<file path="src/rtl/core/sm4bcm_pkg.sv">
// ============================================================================
// sm4bcm_pkg
// Shared types, constants and helper functions for the SM4 block cipher core
// (S-box, system parameter FK, CK generation, payload structs, codes).
// ============================================================================
package sm4bcm_pkg;

    // Round count and round index width
    localparam int ROUNDS = 32;
    localparam int RND_W  = $clog2(ROUNDS);

    // Configuration index width
    localparam int CFG_IDX_W = 3;

    // Configuration register indexes
    typedef enum logic [CFG_IDX_W-1:0] {
        CFG_KEY_HIGH    = 3'd0,
        CFG_KEY_LOW     = 3'd1,
        CFG_IV_HIGH     = 3'd2,
        CFG_IV_LOW      = 3'd3,
        CFG_CHAIN_MODE  = 3'd4,
        CFG_DECRYPT_DIR = 3'd5
    } cfg_index_t;

    // Chaining modes
    typedef enum logic [1:0] {
        MODE_ECB = 2'd0,
        MODE_CBC = 2'd1,
        MODE_OFB = 2'd2,
        MODE_CFB = 2'd3
    } chain_mode_t;

    // System parameter FK, first word in the top bits
    localparam logic [127:0] SM4_FK = 128'ha3b1bac6_56aa3350_677d9197_b27022dc;

    // Byte substitution box
    localparam logic [7:0] SM4_SBOX [256] = '{
        8'hd6, 8'h90, 8'he9, 8'hfe, 8'hcc, 8'he1, 8'h3d, 8'hb7,
        8'h16, 8'hb6, 8'h14, 8'hc2, 8'h28, 8'hfb, 8'h2c, 8'h05,
        8'h2b, 8'h67, 8'h9a, 8'h76, 8'h2a, 8'hbe, 8'h04, 8'hc3,
        8'haa, 8'h44, 8'h13, 8'h26, 8'h49, 8'h86, 8'h06, 8'h99,
        8'h9c, 8'h42, 8'h50, 8'hf4, 8'h91, 8'hef, 8'h98, 8'h7a,
        8'h33, 8'h54, 8'h0b, 8'h43, 8'hed, 8'hcf, 8'hac, 8'h62,
        8'he4, 8'hb3, 8'h1c, 8'ha9, 8'hc9, 8'h08, 8'he8, 8'h95,
        8'h80, 8'hdf, 8'h94, 8'hfa, 8'h75, 8'h8f, 8'h3f, 8'ha6,
        8'h47, 8'h07, 8'ha7, 8'hfc, 8'hf3, 8'h73, 8'h17, 8'hba,
        8'h83, 8'h59, 8'h3c, 8'h19, 8'he6, 8'h85, 8'h4f, 8'ha8,
        8'h68, 8'h6b, 8'h81, 8'hb2, 8'h71, 8'h64, 8'hda, 8'h8b,
        8'hf8, 8'heb, 8'h0f, 8'h4b, 8'h70, 8'h56, 8'h9d, 8'h35,
        8'h1e, 8'h24, 8'h0e, 8'h5e, 8'h63, 8'h58, 8'hd1, 8'ha2,
        8'h25, 8'h22, 8'h7c, 8'h3b, 8'h01, 8'h21, 8'h78, 8'h87,
        8'hd4, 8'h00, 8'h46, 8'h57, 8'h9f, 8'hd3, 8'h27, 8'h52,
        8'h4c, 8'h36, 8'h02, 8'he7, 8'ha0, 8'hc4, 8'hc8, 8'h9e,
        8'hea, 8'hbf, 8'h8a, 8'hd2, 8'h40, 8'hc7, 8'h38, 8'hb5,
        8'ha3, 8'hf7, 8'hf2, 8'hce, 8'hf9, 8'h61, 8'h15, 8'ha1,
        8'he0, 8'hae, 8'h5d, 8'ha4, 8'h9b, 8'h34, 8'h1a, 8'h55,
        8'had, 8'h93, 8'h32, 8'h30, 8'hf5, 8'h8c, 8'hb1, 8'he3,
        8'h1d, 8'hf6, 8'he2, 8'h2e, 8'h82, 8'h66, 8'hca, 8'h60,
        8'hc0, 8'h29, 8'h23, 8'hab, 8'h0d, 8'h53, 8'h4e, 8'h6f,
        8'hd5, 8'hdb, 8'h37, 8'h45, 8'hde, 8'hfd, 8'h8e, 8'h2f,
        8'h03, 8'hff, 8'h6a, 8'h72, 8'h6d, 8'h6c, 8'h5b, 8'h51,
        8'h8d, 8'h1b, 8'haf, 8'h92, 8'hbb, 8'hdd, 8'hbc, 8'h7f,
        8'h11, 8'hd9, 8'h5c, 8'h41, 8'h1f, 8'h10, 8'h5a, 8'hd8,
        8'h0a, 8'hc1, 8'h31, 8'h88, 8'ha5, 8'hcd, 8'h7b, 8'hbd,
        8'h2d, 8'h74, 8'hd0, 8'h12, 8'hb8, 8'he5, 8'hb4, 8'hb0,
        8'h89, 8'h69, 8'h97, 8'h4a, 8'h0c, 8'h96, 8'h77, 8'h7e,
        8'h65, 8'hb9, 8'hf1, 8'h09, 8'hc5, 8'h6e, 8'hc6, 8'h84,
        8'h18, 8'hf0, 8'h7d, 8'hec, 8'h3a, 8'hdc, 8'h4d, 8'h20,
        8'h79, 8'hee, 8'h5f, 8'h3e, 8'hd7, 8'hcb, 8'h39, 8'h48
    };

    // Four round words, word 0 is X0 (the oldest)
    typedef logic [3:0][31:0] words_t;

    // Input request payload
    typedef struct packed {
        logic [63:0] block_high;
        logic [63:0] block_low;
        logic        first_block;
    } in_t;

    // Output request payload
    typedef struct packed {
        logic [63:0] result_high;
        logic [63:0] result_low;
    } out_t;

    // Round key store write port
    typedef struct packed {
        logic             en;
        logic [RND_W-1:0] addr;
        logic [31:0]      data;
    } ks_wr_t;

    // CK word: byte j is (4*i + j) * 7 mod 256, MSB first
    function automatic logic [31:0] ck_word(input logic [RND_W-1:0] idx);
        logic [31:0] w;
        logic [7:0]  base;
        base = {1'b0, idx, 2'b00};
        for (int j = 0; j < 4; j++)
        begin
            w[8*(3-j) +: 8] = 8'((base + 8'(j)) * 8'd7);
        end
        return w;
    endfunction

    // Big-endian 128-bit block to round words (X0 from the top bits)
    function automatic words_t to_words(input logic [127:0] blk);
        words_t w;
        w[0] = blk[127:96];
        w[1] = blk[95:64];
        w[2] = blk[63:32];
        w[3] = blk[31:0];
        return w;
    endfunction

endpackage

</file>
<file path="src/rtl/core/sm4bcm_round.sv">
// ============================================================================
// sm4bcm_round
// Shared SM4 round unit: S-box layer followed by L (data) or L' (key
// schedule), producing the new word X0 ^ T(X1 ^ X2 ^ X3 ^ rk).
// ============================================================================
module sm4bcm_round
    import sm4bcm_pkg::*;
(
    input  words_t      words,
    input  logic [31:0] rk,
    input  logic        key_sched,
    output logic [31:0] next_word
);

    logic [31:0] t_in;
    logic [31:0] b;
    logic [31:0] l_data;
    logic [31:0] l_key;

    // Non-linear layer
    assign t_in = words[1] ^ words[2] ^ words[3] ^ rk;
    assign b    = {SM4_SBOX[t_in[31:24]], SM4_SBOX[t_in[23:16]],
                   SM4_SBOX[t_in[15:8]],  SM4_SBOX[t_in[7:0]]};

    // Linear layers
    assign l_data = b ^ {b[29:0], b[31:30]} ^ {b[21:0], b[31:22]}
                      ^ {b[13:0], b[31:14]} ^ {b[7:0],  b[31:8]};
    assign l_key  = b ^ {b[18:0], b[31:19]} ^ {b[8:0],  b[31:9]};

    assign next_word = words[0] ^ (key_sched ? l_key : l_data);

endmodule

</file>
<file path="src/rtl/core/sm4bcm_key_store.sv">
// ============================================================================
// sm4bcm_key_store
// Round key memory: 32 x 32 bit, one write port, one registered read port.
// ============================================================================
module sm4bcm_key_store
    import sm4bcm_pkg::*;
(
    input  logic             clk,
    input  ks_wr_t           wr,
    input  logic [RND_W-1:0] rd_addr,
    output logic [31:0]      rd_data
);

    logic [31:0] mem [ROUNDS];
    logic [31:0] rd_data_reg;

    // Write and registered read
    always_ff @(posedge clk)
    begin
        if (wr.en)
        begin
            mem[wr.addr] <= wr.data;
        end
        rd_data_reg <= mem[rd_addr];
    end

    assign rd_data = rd_data_reg;

endmodule

</file>
<file path="src/rtl/core/sm4_block_cipher_modes_core.sv">
// ============================================================================
// sm4_block_cipher_modes_core
// SM4-128 core with ECB, CBC, OFB and CFB chaining in both directions.
// ============================================================================
// Usage:
//   cfg channel: valid/ready writes of key, IV, chain mode and direction by
//   index; always ready. Write only while the core is idle.
//   in channel: one 128-bit block per request; first_block starts a message
//   (round keys rebuilt from the key registers, chaining value set to the IV).
//   out channel: one 128-bit block per input request, held in an output
//   register until taken.
// Timing: one shared round unit does one round per cycle. A block continuing
//   a message runs 32 cipher rounds and then a finishing state that writes
//   the output register; a first_block request first runs 32 key schedule
//   rounds and a load state. in_stall is high from acceptance until the
//   result is placed, so a new block is taken only after the previous one
//   has finished.
// Reset: control, configuration and chaining value clear; the round keys are
//   unknown until the first first_block request.
// Stall: a stalled result holds in the output register; the core accepts the
//   next block meanwhile and waits before writing its own result.
// ============================================================================
module sm4_block_cipher_modes_core
    import sm4bcm_pkg::*;
(
    input  logic                 clk,
    input  logic                 rst_n,
    // Configuration
    input  logic                 cfg_valid,
    output logic                 cfg_ready,
    input  logic [CFG_IDX_W-1:0] cfg_index,
    input  logic [63:0]          cfg_data,
    // Input channel
    input  logic                 in_valid,
    output logic                 in_stall,
    input  in_t                  in_data,
    // Output channel
    output logic                 out_valid,
    input  logic                 out_stall,
    output out_t                 out_data
);

    typedef enum logic [2:0] {
        ST_IDLE,
        ST_KEYGEN,
        ST_PREP,
        ST_CRYPT,
        ST_FINISH
    } state_t;

    // Configuration registers
    logic [63:0]  key_high_reg;
    logic [63:0]  key_low_reg;
    logic [63:0]  iv_high_reg;
    logic [63:0]  iv_low_reg;
    chain_mode_t  chain_mode_reg;
    logic         decrypt_dir_reg;

    // Sequencer and datapath registers
    state_t             state_reg,     state_next;
    logic [RND_W-1:0]   cnt_reg,       cnt_next;
    words_t             words_reg,     words_next;
    logic [127:0]       blk_reg,       blk_next;
    logic [127:0]       chain_reg,     chain_next;
    chain_mode_t        mode_reg,      mode_next;
    logic               dec_reg,       dec_next;
    logic               out_valid_reg, out_valid_next;
    out_t               out_data_reg,  out_data_next;

    logic               in_accept;
    logic               cfg_rev;
    logic               rev;
    logic [RND_W-1:0]   rd_round;
    logic [RND_W-1:0]   rd_addr;
    logic [31:0]        rk_mem;
    logic [31:0]        rk;
    logic               key_sched;
    logic [31:0]        round_out;
    ks_wr_t             ks_wr;
    logic [127:0]       ks;
    logic [127:0]       blk_in;

    // Cipher input for the chosen mode
    function automatic words_t cipher_src(input chain_mode_t mode, input logic dec,
                                          input logic [127:0] blk,
                                          input logic [127:0] chain);
        logic [127:0] src;
        case (mode)
            MODE_ECB: src = blk;
            MODE_CBC: src = dec ? blk : (chain ^ blk);
            MODE_OFB: src = chain;
            MODE_CFB: src = chain;
            default:  src = blk;
        endcase
        return to_words(src);
    endfunction

    // Configuration writes
    assign cfg_ready = 1'b1;

    always_ff @(posedge clk or negedge rst_n)
    begin
        if (!rst_n)
        begin
            key_high_reg    <= '0;
            key_low_reg     <= '0;
            iv_high_reg     <= '0;
            iv_low_reg      <= '0;
            chain_mode_reg  <= MODE_ECB;
            decrypt_dir_reg <= 1'b0;
        end
        else if (cfg_valid && cfg_ready)
        begin
            case (cfg_index)
                CFG_KEY_HIGH:    key_high_reg    <= cfg_data;
                CFG_KEY_LOW:     key_low_reg     <= cfg_data;
                CFG_IV_HIGH:     iv_high_reg     <= cfg_data;
                CFG_IV_LOW:      iv_low_reg      <= cfg_data;
                CFG_CHAIN_MODE:  chain_mode_reg  <= chain_mode_t'(cfg_data[1:0]);
                CFG_DECRYPT_DIR: decrypt_dir_reg <= cfg_data[0];
                default:         ;
            endcase
        end
    end

    // Handshake
    assign in_stall  = (state_reg != ST_IDLE);
    assign in_accept = in_valid && !in_stall;
    assign out_valid = out_valid_reg;
    assign out_data  = out_data_reg;

    // Reversed key order for ECB and CBC decryption
    assign cfg_rev = decrypt_dir_reg &&
                     (chain_mode_reg == MODE_ECB || chain_mode_reg == MODE_CBC);
    assign rev     = (state_reg == ST_IDLE) ? cfg_rev
                   : (dec_reg && (mode_reg == MODE_ECB || mode_reg == MODE_CBC));

    // Key read in the cycle before its round (registered key store read)
    assign rd_round = (state_reg == ST_CRYPT) ? cnt_reg + RND_W'(1) : '0;
    assign rd_addr  = rev ? ~rd_round : rd_round;

    sm4bcm_key_store u_key_store (
        .clk     (clk),
        .wr      (ks_wr),
        .rd_addr (rd_addr),
        .rd_data (rk_mem)
    );

    // Shared round unit
    assign key_sched = (state_reg == ST_KEYGEN);
    assign rk        = key_sched ? ck_word(cnt_reg) : rk_mem;

    sm4bcm_round u_round (
        .words     (words_reg),
        .rk        (rk),
        .key_sched (key_sched),
        .next_word (round_out)
    );

    assign ks     = words_reg;   // {X35, X34, X33, X32}
    assign blk_in = {in_data.block_high, in_data.block_low};

    // Sequencer next state
    always_comb
    begin
        state_next     = state_reg;
        cnt_next       = cnt_reg;
        words_next     = words_reg;
        blk_next       = blk_reg;
        chain_next     = chain_reg;
        mode_next      = mode_reg;
        dec_next       = dec_reg;
        out_valid_next = out_valid_reg;
        out_data_next  = out_data_reg;
        ks_wr          = '0;

        if (out_valid_reg && !out_stall)
        begin
            out_valid_next = 1'b0;
        end

        case (state_reg)
            ST_IDLE:
            begin
                if (in_accept)
                begin
                    blk_next  = blk_in;
                    mode_next = chain_mode_reg;
                    dec_next  = decrypt_dir_reg;
                    cnt_next  = '0;
                    if (in_data.first_block)
                    begin
                        chain_next = {iv_high_reg, iv_low_reg};
                        words_next = to_words({key_high_reg, key_low_reg} ^ SM4_FK);
                        state_next = ST_KEYGEN;
                    end
                    else
                    begin
                        words_next = cipher_src(chain_mode_reg, decrypt_dir_reg,
                                                blk_in, chain_reg);
                        state_next = ST_CRYPT;
                    end
                end
            end
            ST_KEYGEN:
            begin
                words_next = {round_out, words_reg[3:1]};
                ks_wr.en   = 1'b1;
                ks_wr.addr = cnt_reg;
                ks_wr.data = round_out;
                cnt_next   = cnt_reg + RND_W'(1);
                if (cnt_reg == RND_W'(ROUNDS - 1))
                begin
                    state_next = ST_PREP;
                end
            end
            ST_PREP:
            begin
                words_next = cipher_src(mode_reg, dec_reg, blk_reg, chain_reg);
                cnt_next   = '0;
                state_next = ST_CRYPT;
            end
            ST_CRYPT:
            begin
                words_next = {round_out, words_reg[3:1]};
                cnt_next   = cnt_reg + RND_W'(1);
                if (cnt_reg == RND_W'(ROUNDS - 1))
                begin
                    state_next = ST_FINISH;
                end
            end
            ST_FINISH:
            begin
                if (!out_valid_reg || !out_stall)
                begin
                    out_valid_next = 1'b1;
                    state_next     = ST_IDLE;
                    case (mode_reg)
                        MODE_ECB:
                        begin
                            {out_data_next.result_high, out_data_next.result_low} = ks;
                        end
                        MODE_CBC:
                        begin
                            if (dec_reg)
                            begin
                                {out_data_next.result_high,
                                 out_data_next.result_low} = ks ^ chain_reg;
                                chain_next = blk_reg;
                            end
                            else
                            begin
                                {out_data_next.result_high,
                                 out_data_next.result_low} = ks;
                                chain_next = ks;
                            end
                        end
                        MODE_OFB:
                        begin
                            {out_data_next.result_high, out_data_next.result_low} =
                                ks ^ blk_reg;
                            chain_next = ks;
                        end
                        MODE_CFB:
                        begin
                            {out_data_next.result_high, out_data_next.result_low} =
                                ks ^ blk_reg;
                            chain_next = dec_reg ? blk_reg : (ks ^ blk_reg);
                        end
                        default:
                        begin
                            {out_data_next.result_high, out_data_next.result_low} = ks;
                        end
                    endcase
                end
            end
            default:
            begin
                state_next = ST_IDLE;
            end
        endcase
    end

    // State and registered outputs
    always_ff @(posedge clk or negedge rst_n)
    begin
        if (!rst_n)
        begin
            state_reg     <= ST_IDLE;
            cnt_reg       <= '0;
            words_reg     <= '0;
            blk_reg       <= '0;
            chain_reg     <= '0;
            mode_reg      <= MODE_ECB;
            dec_reg       <= 1'b0;
            out_valid_reg <= 1'b0;
            out_data_reg  <= '0;
        end
        else
        begin
            state_reg     <= state_next;
            cnt_reg       <= cnt_next;
            words_reg     <= words_next;
            blk_reg       <= blk_next;
            chain_reg     <= chain_next;
            mode_reg      <= mode_next;
            dec_reg       <= dec_next;
            out_valid_reg <= out_valid_next;
            out_data_reg  <= out_data_next;
        end
    end

    // A result appears only from the finishing cycle
    assert property (@(posedge clk) disable iff (!rst_n)
        $rose(out_valid_reg) |-> $past(state_reg == ST_FINISH))
        else $error("result raised outside the finishing cycle");

    // A message start always runs the key schedule
    assert property (@(posedge clk) disable iff (!rst_n)
        (in_accept && in_data.first_block) |=> (state_reg == ST_KEYGEN))
        else $error("first block did not start the key schedule");

    // Cipher rounds start from round zero
    assert property (@(posedge clk) disable iff (!rst_n)
        (state_reg != ST_CRYPT) ##1 (state_reg == ST_CRYPT) |-> (cnt_reg == '0))
        else $error("cipher rounds did not start at round zero");

    // Chaining value changes only at a message start or a finished block
    assert property (@(posedge clk) disable iff (!rst_n)
        !$stable(chain_reg) |->
            $past(state_reg == ST_FINISH || (in_accept && in_data.first_block)))
        else $error("chaining value changed unexpectedly");

endmodule

</file>
<file path="config.mk">
export PLATFORM = sky130hd
export DESIGN_NAME = sm4_block_cipher_modes_core
export DESIGN_NICKNAME = d
export VERILOG_FILES = /design/src/rtl/core/sm4bcm_pkg.sv /design/src/rtl/core/sm4bcm_round.sv /design/src/rtl/core/sm4bcm_key_store.sv /design/src/rtl/core/sm4_block_cipher_modes_core.sv
export SDC_FILE = /design/constraint.sdc
export NUM_CORES = 2
export LEC_CHECK = 0
export BUFFER_PORTS_ARGS = -buffer_cell sky130_fd_sc_hd__buf_2
export CELL_PAD_IN_SITES_DETAIL_PLACEMENT = 1
export CELL_PAD_IN_SITES_GLOBAL_PLACEMENT = 1
export CORE_ASPECT_RATIO = 1.25
export CORE_MARGIN = 2
export CORE_UTILIZATION = 52
export CTS_BUF_LIST = sky130_fd_sc_hd__clkbuf_2
export DETAILED_ROUTE_END_ITERATION = 7
export GPL_TIMING_DRIVEN = 0
export HOLD_SLACK_MARGIN = 0.08
export PLACE_DENSITY = 0.91
export SETUP_SLACK_MARGIN = 0.2
export SYNTH_ARGS = -nofsm -noshare
export SYNTH_HDL_FRONTEND = slang
export SYNTH_SLANG_ARGS = --single-unit
</file>
<file path="constraint.sdc">
create_clock -name clk -period 7.3 [get_ports clk]
set_clock_uncertainty 0.15 [all_clocks]
set_input_delay 1.46 -clock clk [delete_from_list [all_inputs] [get_ports clk]]
set_output_delay 1.46 -clock clk [all_outputs]
set_load 0.005 [all_outputs]
</file>
==> impl.org, run 1 <==
** GRT
- The first global-routing pass estimated 1,130,000 um of wire.
- Global-route usage over all layers :: 0.801
- Overall overflow remaining after global route :: 2,105
- Entering global routing, the biggest net connects 116 pins.
- The number of global-route vias before repair was 131,000.

** Clock network
- The tree is rooted in a sky130_fd_sc_hd__clkbuf_2.
- In this run the deepest clock path goes through 4 buffers.
- Buffers inserted during clock tree synthesis total 450.
- In this run the number of H-tree levels came out at 5.
- Sink Count :: 1,839

** Synth
- Yosys mapped a number of flops with a built-in enable equal to around 1,000.
- Summed instance area of the synthesized netlist :: 102,000 sq um
- Counting every instance in the synthesized netlist gives 9,458.
- Number of distinct library cell variants in the gate-level netlist after synthesis :: about 120
- A synthesized cell averages 10.8 sq um.
- Main synth FF type :: sky130_fd_sc_hd__edfxtp_1
- Yosys reg bits :: 1,839
- Of all flip-flops after synthesis, the portion carrying an async set or reset was 0.426.
- When the netlist entered floorplanning its net count stood at 9,711.
- Of the synthesized area, sequential elements account for 0.500.
- The Yosys step of the flow raised 0 warnings.

** Status
- The flow stopped in global routing (5_1_grt).
- The run stopped with a tool error.
- Tool error message :: [ERROR GRT-0116] Global routing finished with congestion. Check the congestion regions in the DRC Viewer.

** Placed design
- Post-DP HPWL :: 429,000 um
- OpenSTA, run right after detailed placement, puts the worst setup slack at -3.00 ns.
- Count of input and output buffers :: 329
- Cell area reported after detailed placement :: 109,000 sq um
- Routability-driven placement finished with a final weighted congestion of 1.10.

** Die
- Std-Cell Rows :: 181
- 332 I/O pins were placed.
- The initial utilization of the core area, before any placement, comes to 0.524.
- The die is 499 um tall.
- Overall die width :: 400 um
-- synthesized netlist by cell type (all sizes together) (24+ instances only) --
library cell  number  share of area
a2111oi           24         0.0021
a211oi           199          0.015
a21oi            933          0.046
a221oi            45         0.0042
a22oi            143          0.011
a311oi           114          0.010
a31oi            106         0.0065
buf              256          0.012
clkbuf           706          0.026
dfrtp            783           0.19
dfxtp             32         0.0063
edfxtp          1024           0.30
ha                45         0.0055
inv               99         0.0037
mux2             408          0.045
mux2i            217          0.022
mux4             275          0.061
nand2            769          0.028
nand2b           123         0.0075
nand3            244          0.012
nor2             511          0.019
nor3              99         0.0052
o2111ai           25         0.0021
o211ai           114         0.0086
o21ai            931          0.046
o21bai           111         0.0082
o221ai            43         0.0038
o22ai            255          0.016
o311ai            38         0.0033
or3               29         0.0018
xnor2            137          0.012
xor2             240          0.022
-- repair_timing --
| item | 4_1_cts |
|---|---|
| pin swaps | 24 |
| resized for setup | 241 |
| gates cloned | 9 |
| hold buffers | 352 |
| hold endpoints to repair | 714 |
| setup buffers | 47 |
| setup endpoints to repair | 1068 |
-- cell families after synthesis --
group,Yosys count,synth area share
XOR/XNOR,406,0.0405
flip-flops,1839,0.500
adder cells (fa/ha/maj),53,0.00699
AND/OR/NAND/NOR,1915,0.0834
buffers and inverters,1062,0.0420
AO/OA/AOI/OAI,3282,0.199
multiplexers,900,0.128
other,1,0.0000368
-- metal layers --
layer  overflow  track usage
met2       1080        0.938
met4        715        0.793
met3        141        0.666
met5         21        0.440
met1        148        0.803
-- stage by stage --
stage	utilization	std cells
4_1_cts	0.605	13600
3_3_place_gp	0.548	12300
3_5_place_dp	0.559	12400
2_1_floorplan	-	9458
==> run 2: changes to the inputs <==
==> config.mk (replaced) <==
export PLATFORM = sky130hd
export DESIGN_NAME = sm4_block_cipher_modes_core
export DESIGN_NICKNAME = d
export VERILOG_FILES = /design/src/rtl/core/sm4bcm_pkg.sv /design/src/rtl/core/sm4bcm_round.sv /design/src/rtl/core/sm4bcm_key_store.sv /design/src/rtl/core/sm4_block_cipher_modes_core.sv
export SDC_FILE = /design/constraint.sdc
export NUM_CORES = 2
export LEC_CHECK = 0
export BUFFER_PORTS_ARGS = -buffer_cell sky130_fd_sc_hd__buf_2
export CORE_MARGIN = 2
export CORE_UTILIZATION = 40
export DETAILED_ROUTE_END_ITERATION = 7
export GPL_TIMING_DRIVEN = 0
export PLACE_DENSITY_LB_ADDON = 0.15
export SYNTH_ARGS = -nofsm -noshare
export SYNTH_HDL_FRONTEND = slang
export SYNTH_SLANG_ARGS = --single-unit
==> run 2 against run 1 <==
The flow now finishes, with violations (max-capacitance violations, max-slew violations, negative setup slack). Synthesized cell count unchanged. Area after synthesis did not move.
==> impl.org, run 2 <==
** Synth
- Summed instance area of the synthesized netlist :: 102,000 sq um (unchanged)
- The async set-or-reset flop fraction in the synthesized netlist was 0.426 (unchanged).
- List of most frequent post-synthesis cells: sky130_fd_sc_hd__edfxtp_1, sky130_fd_sc_hd__a21oi_1, sky130_fd_sc_hd__o21ai_0 (unchanged).
- Number of distinct library cell variants in the gate-level netlist after synthesis :: 115 (unchanged)
- The cell count after synthesis came to 9,458 (unchanged).
- Top post-synthesis cells by area :: sky130_fd_sc_hd__edfxtp_1, sky130_fd_sc_hd__dfrtp_1, sky130_fd_sc_hd__mux4_2, sky130_fd_sc_hd__a21oi_1, sky130_fd_sc_hd__o21ai_0 (unchanged)
- EDFF count, synth :: 1,024 (unchanged)
- Post-Syn Nets :: 9,711 (unchanged)
- The per-instance average area after synthesis is 10.8 sq um (unchanged).
- The number of warnings issued by yosys came to 0 (unchanged).
- Most common cell in the netlist :: sky130_fd_sc_hd__edfxtp_1 (unchanged)
- The biggest area consumer among synthesized cells is sky130_fd_sc_hd__edfxtp_1 (unchanged).
- Yosys reg bits :: 1,839 (unchanged)
- Top cell type's share of synthesized area :: 0.302 (unchanged)
- The dominant register cell in the synthesized netlist is sky130_fd_sc_hd__edfxtp_1 (unchanged).
- Proportion of synthesized chip area in sequential cells :: 0.500 (unchanged)

** Die
- The die span in x is 509 um (was 400 um).
- The site row count was 185 (was 181).
- The number of top-level pins was 332 (unchanged).
- Total core area :: 254,000 sq um
- Die outline area :: 259,000 sq um
- Die Span Y :: 509 um (was 499 um)
- The effective utilization at floorplan is 0.402 (was 0.524).

** Clock network
- The H-tree level count came to 4 (was 5).
- TritonCTS built the clock tree.
- Sink Count :: 1,839 (unchanged)
- At the later pin of the worst-skew pair, clock insertion delay measures 0.93 ns.
- Clock transition at the register clock pins on the worst setup and hold paths after CTS :: roughly 0.070 ns
- The clock tree root buffer cell is sky130_fd_sc_hd__clkbuf_16 (was sky130_fd_sc_hd__clkbuf_2).
- Clock Tree Buf Depth :: 3 (was 4)
- The number of buffers created by CTS is 199 (was 450).

** Finish
- The area growth from synthesis to layout is 15.9%.
- Counting flops per register, the top entry is u_key_store.mem.
- In the layout the commonest cells are sky130_fd_sc_hd__edfxtp_1, sky130_fd_sc_hd__a21oi_1, sky130_fd_sc_hd__o21ai_0.
- Of the cells placed in the final design, the portion with a size suffix greater than 1 is 0.186.
- Fill cells in the final layout number around 24,000.
- Nets :: ~10,000
- For this run, the share of the core covered by cells in the final layout is 0.466.
- The register with the most flip-flops in the layout has 1,024 of them.
- Register area :: 51,000 sq um
- Leaving out fill and tap cells, the most frequent cell in the layout is sky130_fd_sc_hd__edfxtp_1.
- The multi-input combinational cells in the finished layout cover a total of about 48,000 sq um.

** STA
- The final count of hold timing violations is 0.
- Ratio of final minimum period to clock period :: 1.02
- # setup viols final :: 81
- Hold Worst Slack :: 0.318 ns
- Fmax :: 134 MHz
- Fin. max-slew vios :: 82
- Slew Limit Headroom :: -0.0954
- Setup repair after global routing missed its margin :: yes
- Worst Max-Slew Pin Slew :: 1.64 ns
- Worst Setup Slack, final :: -0.164 ns
- The worst path in the final design needs a cycle of approximately 7.5 ns, including I/O delays and setup.

** Worst setup path
- STA classifies the critical path endpoint as a flip-flop.
- Walking the worst path, the cells encountered are clkbuf_1 -> xor2_1 -> xnor2_1 -> xor2_1 -> clkbuf_1 -> clkbuf_1 -> a21oi_1 -> o221ai_2 -> xor2_1 -> xor2_1 -> xnor2_1 -> nor2_2 -> buf_8.
- Critical path class :: flip-flop to flip-flop
- At the worst endpoint, the required time is 7.77 ns.
- Among the stages of the critical path, the cell type that occurs most often is sky130_fd_sc_hd__xor2_1.
- Arrival time at the worst endpoint :: 7.94 ns
- The worst setup path is launched from a flip-flop.
- Critical path's largest stage delay :: around 1.2 ns
- Together, buffers and inverters on the worst path number 4.
- CP max-delay cell :: sky130_fd_sc_hd__xor2_1
- Crit-path max FO :: 24
- Cell class contributing the biggest share of worst-path delay :: XOR/XNOR gates

** Run
- Maxcap violations :: 12

** GRT
- Overall overflow remaining after global route :: 0
- The first global-routing pass estimated about 720,000 um of wire.
- Across every metal layer, demand over resource in global routing totals 0.399.
- Entering global routing, the biggest net connects 110 pins.
- The number of antenna violations at the first check in global routing is 84.
- The number of global-route vias before repair is 85,000.

** Detailed routing
- Post-route DRC :: 0
- The final route contains 92,200 vias.
- Post-DR wirelength/cell :: 39.0 um
- Via count normalized by instance count :: 6.73
- Router iterations before antenna repair :: 7
- The routed design has 533,000 um of wire.
- Initial detailed-routing violation count :: 15,500
- Number of antenna-violating nets in the routed design :: 0

** Placed design
- Post-DP HPWL :: 396,000 um (was 429,000 um)
- The placer's final routability congestion estimate is 1.10 (about the same).
- The quantity of I/O buffers inserted on ports was 329 (unchanged).
- Worst setup timing slack at the placement stage :: -2.42 ns (was -3.00 ns)

** Status
- Failing checks :: max-capacitance violations, max-slew violations, negative setup slack
- Result of the run :: finished, violations left (was stopped before the end)

** Min path
- Class of the most critical hold timing path :: input pin to async pin
-- run 2: timing repair --
action                     4_1_cts  5_1_grt
gates cloned                     6        2
hold buffers                     0        0
pin swaps                       19       15
setup buffers                   31       25
setup endpoints to repair     1056      832
gates resized for setup        122       85
-- run 2: cell type report --
cell class                 count  area share
buffer                       943      0.0334
multi-input combinational   6565       0.405
clock inverter               114      0.0117
inverter                     100     0.00322
tap                         3366      0.0356
timing repair buffer         460      0.0328
sequential                  1839       0.432
clock buffer                 258      0.0454
antenna                       42    0.000890
-- run 2: worst paths after layout --
| kind | startpoint | to | slack [ns] | cells after the start |
|---|---|---|---|---|
| hold reg to reg | out_data[62]$_DFFE_PN0P_ | out_data[62]$_DFFE_PN0P_ | 0.32 | 2 |
| hold / removal | rst_n | out_data[53]$_DFFE_PN0P_ | 0.32 | 1 |
| setup reg to reg | ks[92]$_DFFE_PN0P_ | u_key_store.mem[20][20]$_DFFE_PP_ | -0.16 | 13 |
| setup / recovery | ks[92]$_DFFE_PN0P_ | u_key_store.mem[20][20]$_DFFE_PP_ | -0.16 | 13 |
| min in group clk | out_data[62]$_DFFE_PN0P_ | out_data[62]$_DFFE_PN0P_ | 0.32 | 2 |
| max in group asynchronous | rst_n | ks[110]$_DFFE_PN0P_ | 4.96 | 4 |
-- run 2: metal layers --
metal | part of all wire | track usage | vias up
met3 | 0.13 | 0.142 | 1329
li1 | - | - | 37200
met4 | 0.058 | 0.191 | 22
met2 | 0.41 | 0.560 | 6596
met5 | 0.00068 | 0.00630 | -
met1 | 0.40 | 0.546 | 47000
-- run 2: metrics by stage --
| stage | instance area (sq um) | std cells | TNS, ns |
|---|---|---|---|
| 2_1_floorplan | 102000 | 9458 | 0 |
| 6_report | 118000 | 13700 | -6.32 |
| 3_5_place_dp | 110000 | 13200 | -1595.89 |
| 4_1_cts | 117000 | 13600 | 0 |
| 3_3_place_gp | 108000 | 13200 | - |
| 5_1_grt | 118000 | 13700 | -0.188 |
-- run 2: kinds of logic (layout without fill, tap and decap cells) --
| family | count (synthesis) | after routing | synth area share |
|---|---|---|---|
| buffers and inverters | 1062 | 1875 | 0.0420 |
| muxes | 900 | 900 | 0.128 |
| and+or+nand+nor | 1915 | 1923 | 0.0834 |
| xor gates and xnor gates | 406 | 406 | 0.0405 |
| adders and majority gates | 53 | 53 | 0.00699 |
| DFF | 1839 | 1839 | 0.500 |
| other | 1 | 43 | 0.0000368 |
| AOI/OAI and AO/OA | 3282 | 3282 | 0.199 |
-- run 2: worst register-to-register path, stage by stage (launching register included) --
cell	delay, ns
sky130_fd_sc_hd__dfrtp_1	0.34
sky130_fd_sc_hd__clkbuf_1	0.89
sky130_fd_sc_hd__xor2_1	0.21
sky130_fd_sc_hd__xnor2_1	0.87
sky130_fd_sc_hd__xor2_1	1.18
sky130_fd_sc_hd__clkbuf_1	0.64
sky130_fd_sc_hd__clkbuf_1	0.51
sky130_fd_sc_hd__a21oi_1	0.19
sky130_fd_sc_hd__o221ai_2	0.66
sky130_fd_sc_hd__xor2_1	0.43
sky130_fd_sc_hd__xor2_1	0.14
sky130_fd_sc_hd__xnor2_1	0.51
sky130_fd_sc_hd__nor2_2	0.24
sky130_fd_sc_hd__buf_8	0.27
Power of run 2 is not shown: default switching activity piles up to over one toggle a cycle in this logic, so the estimate is an artifact.
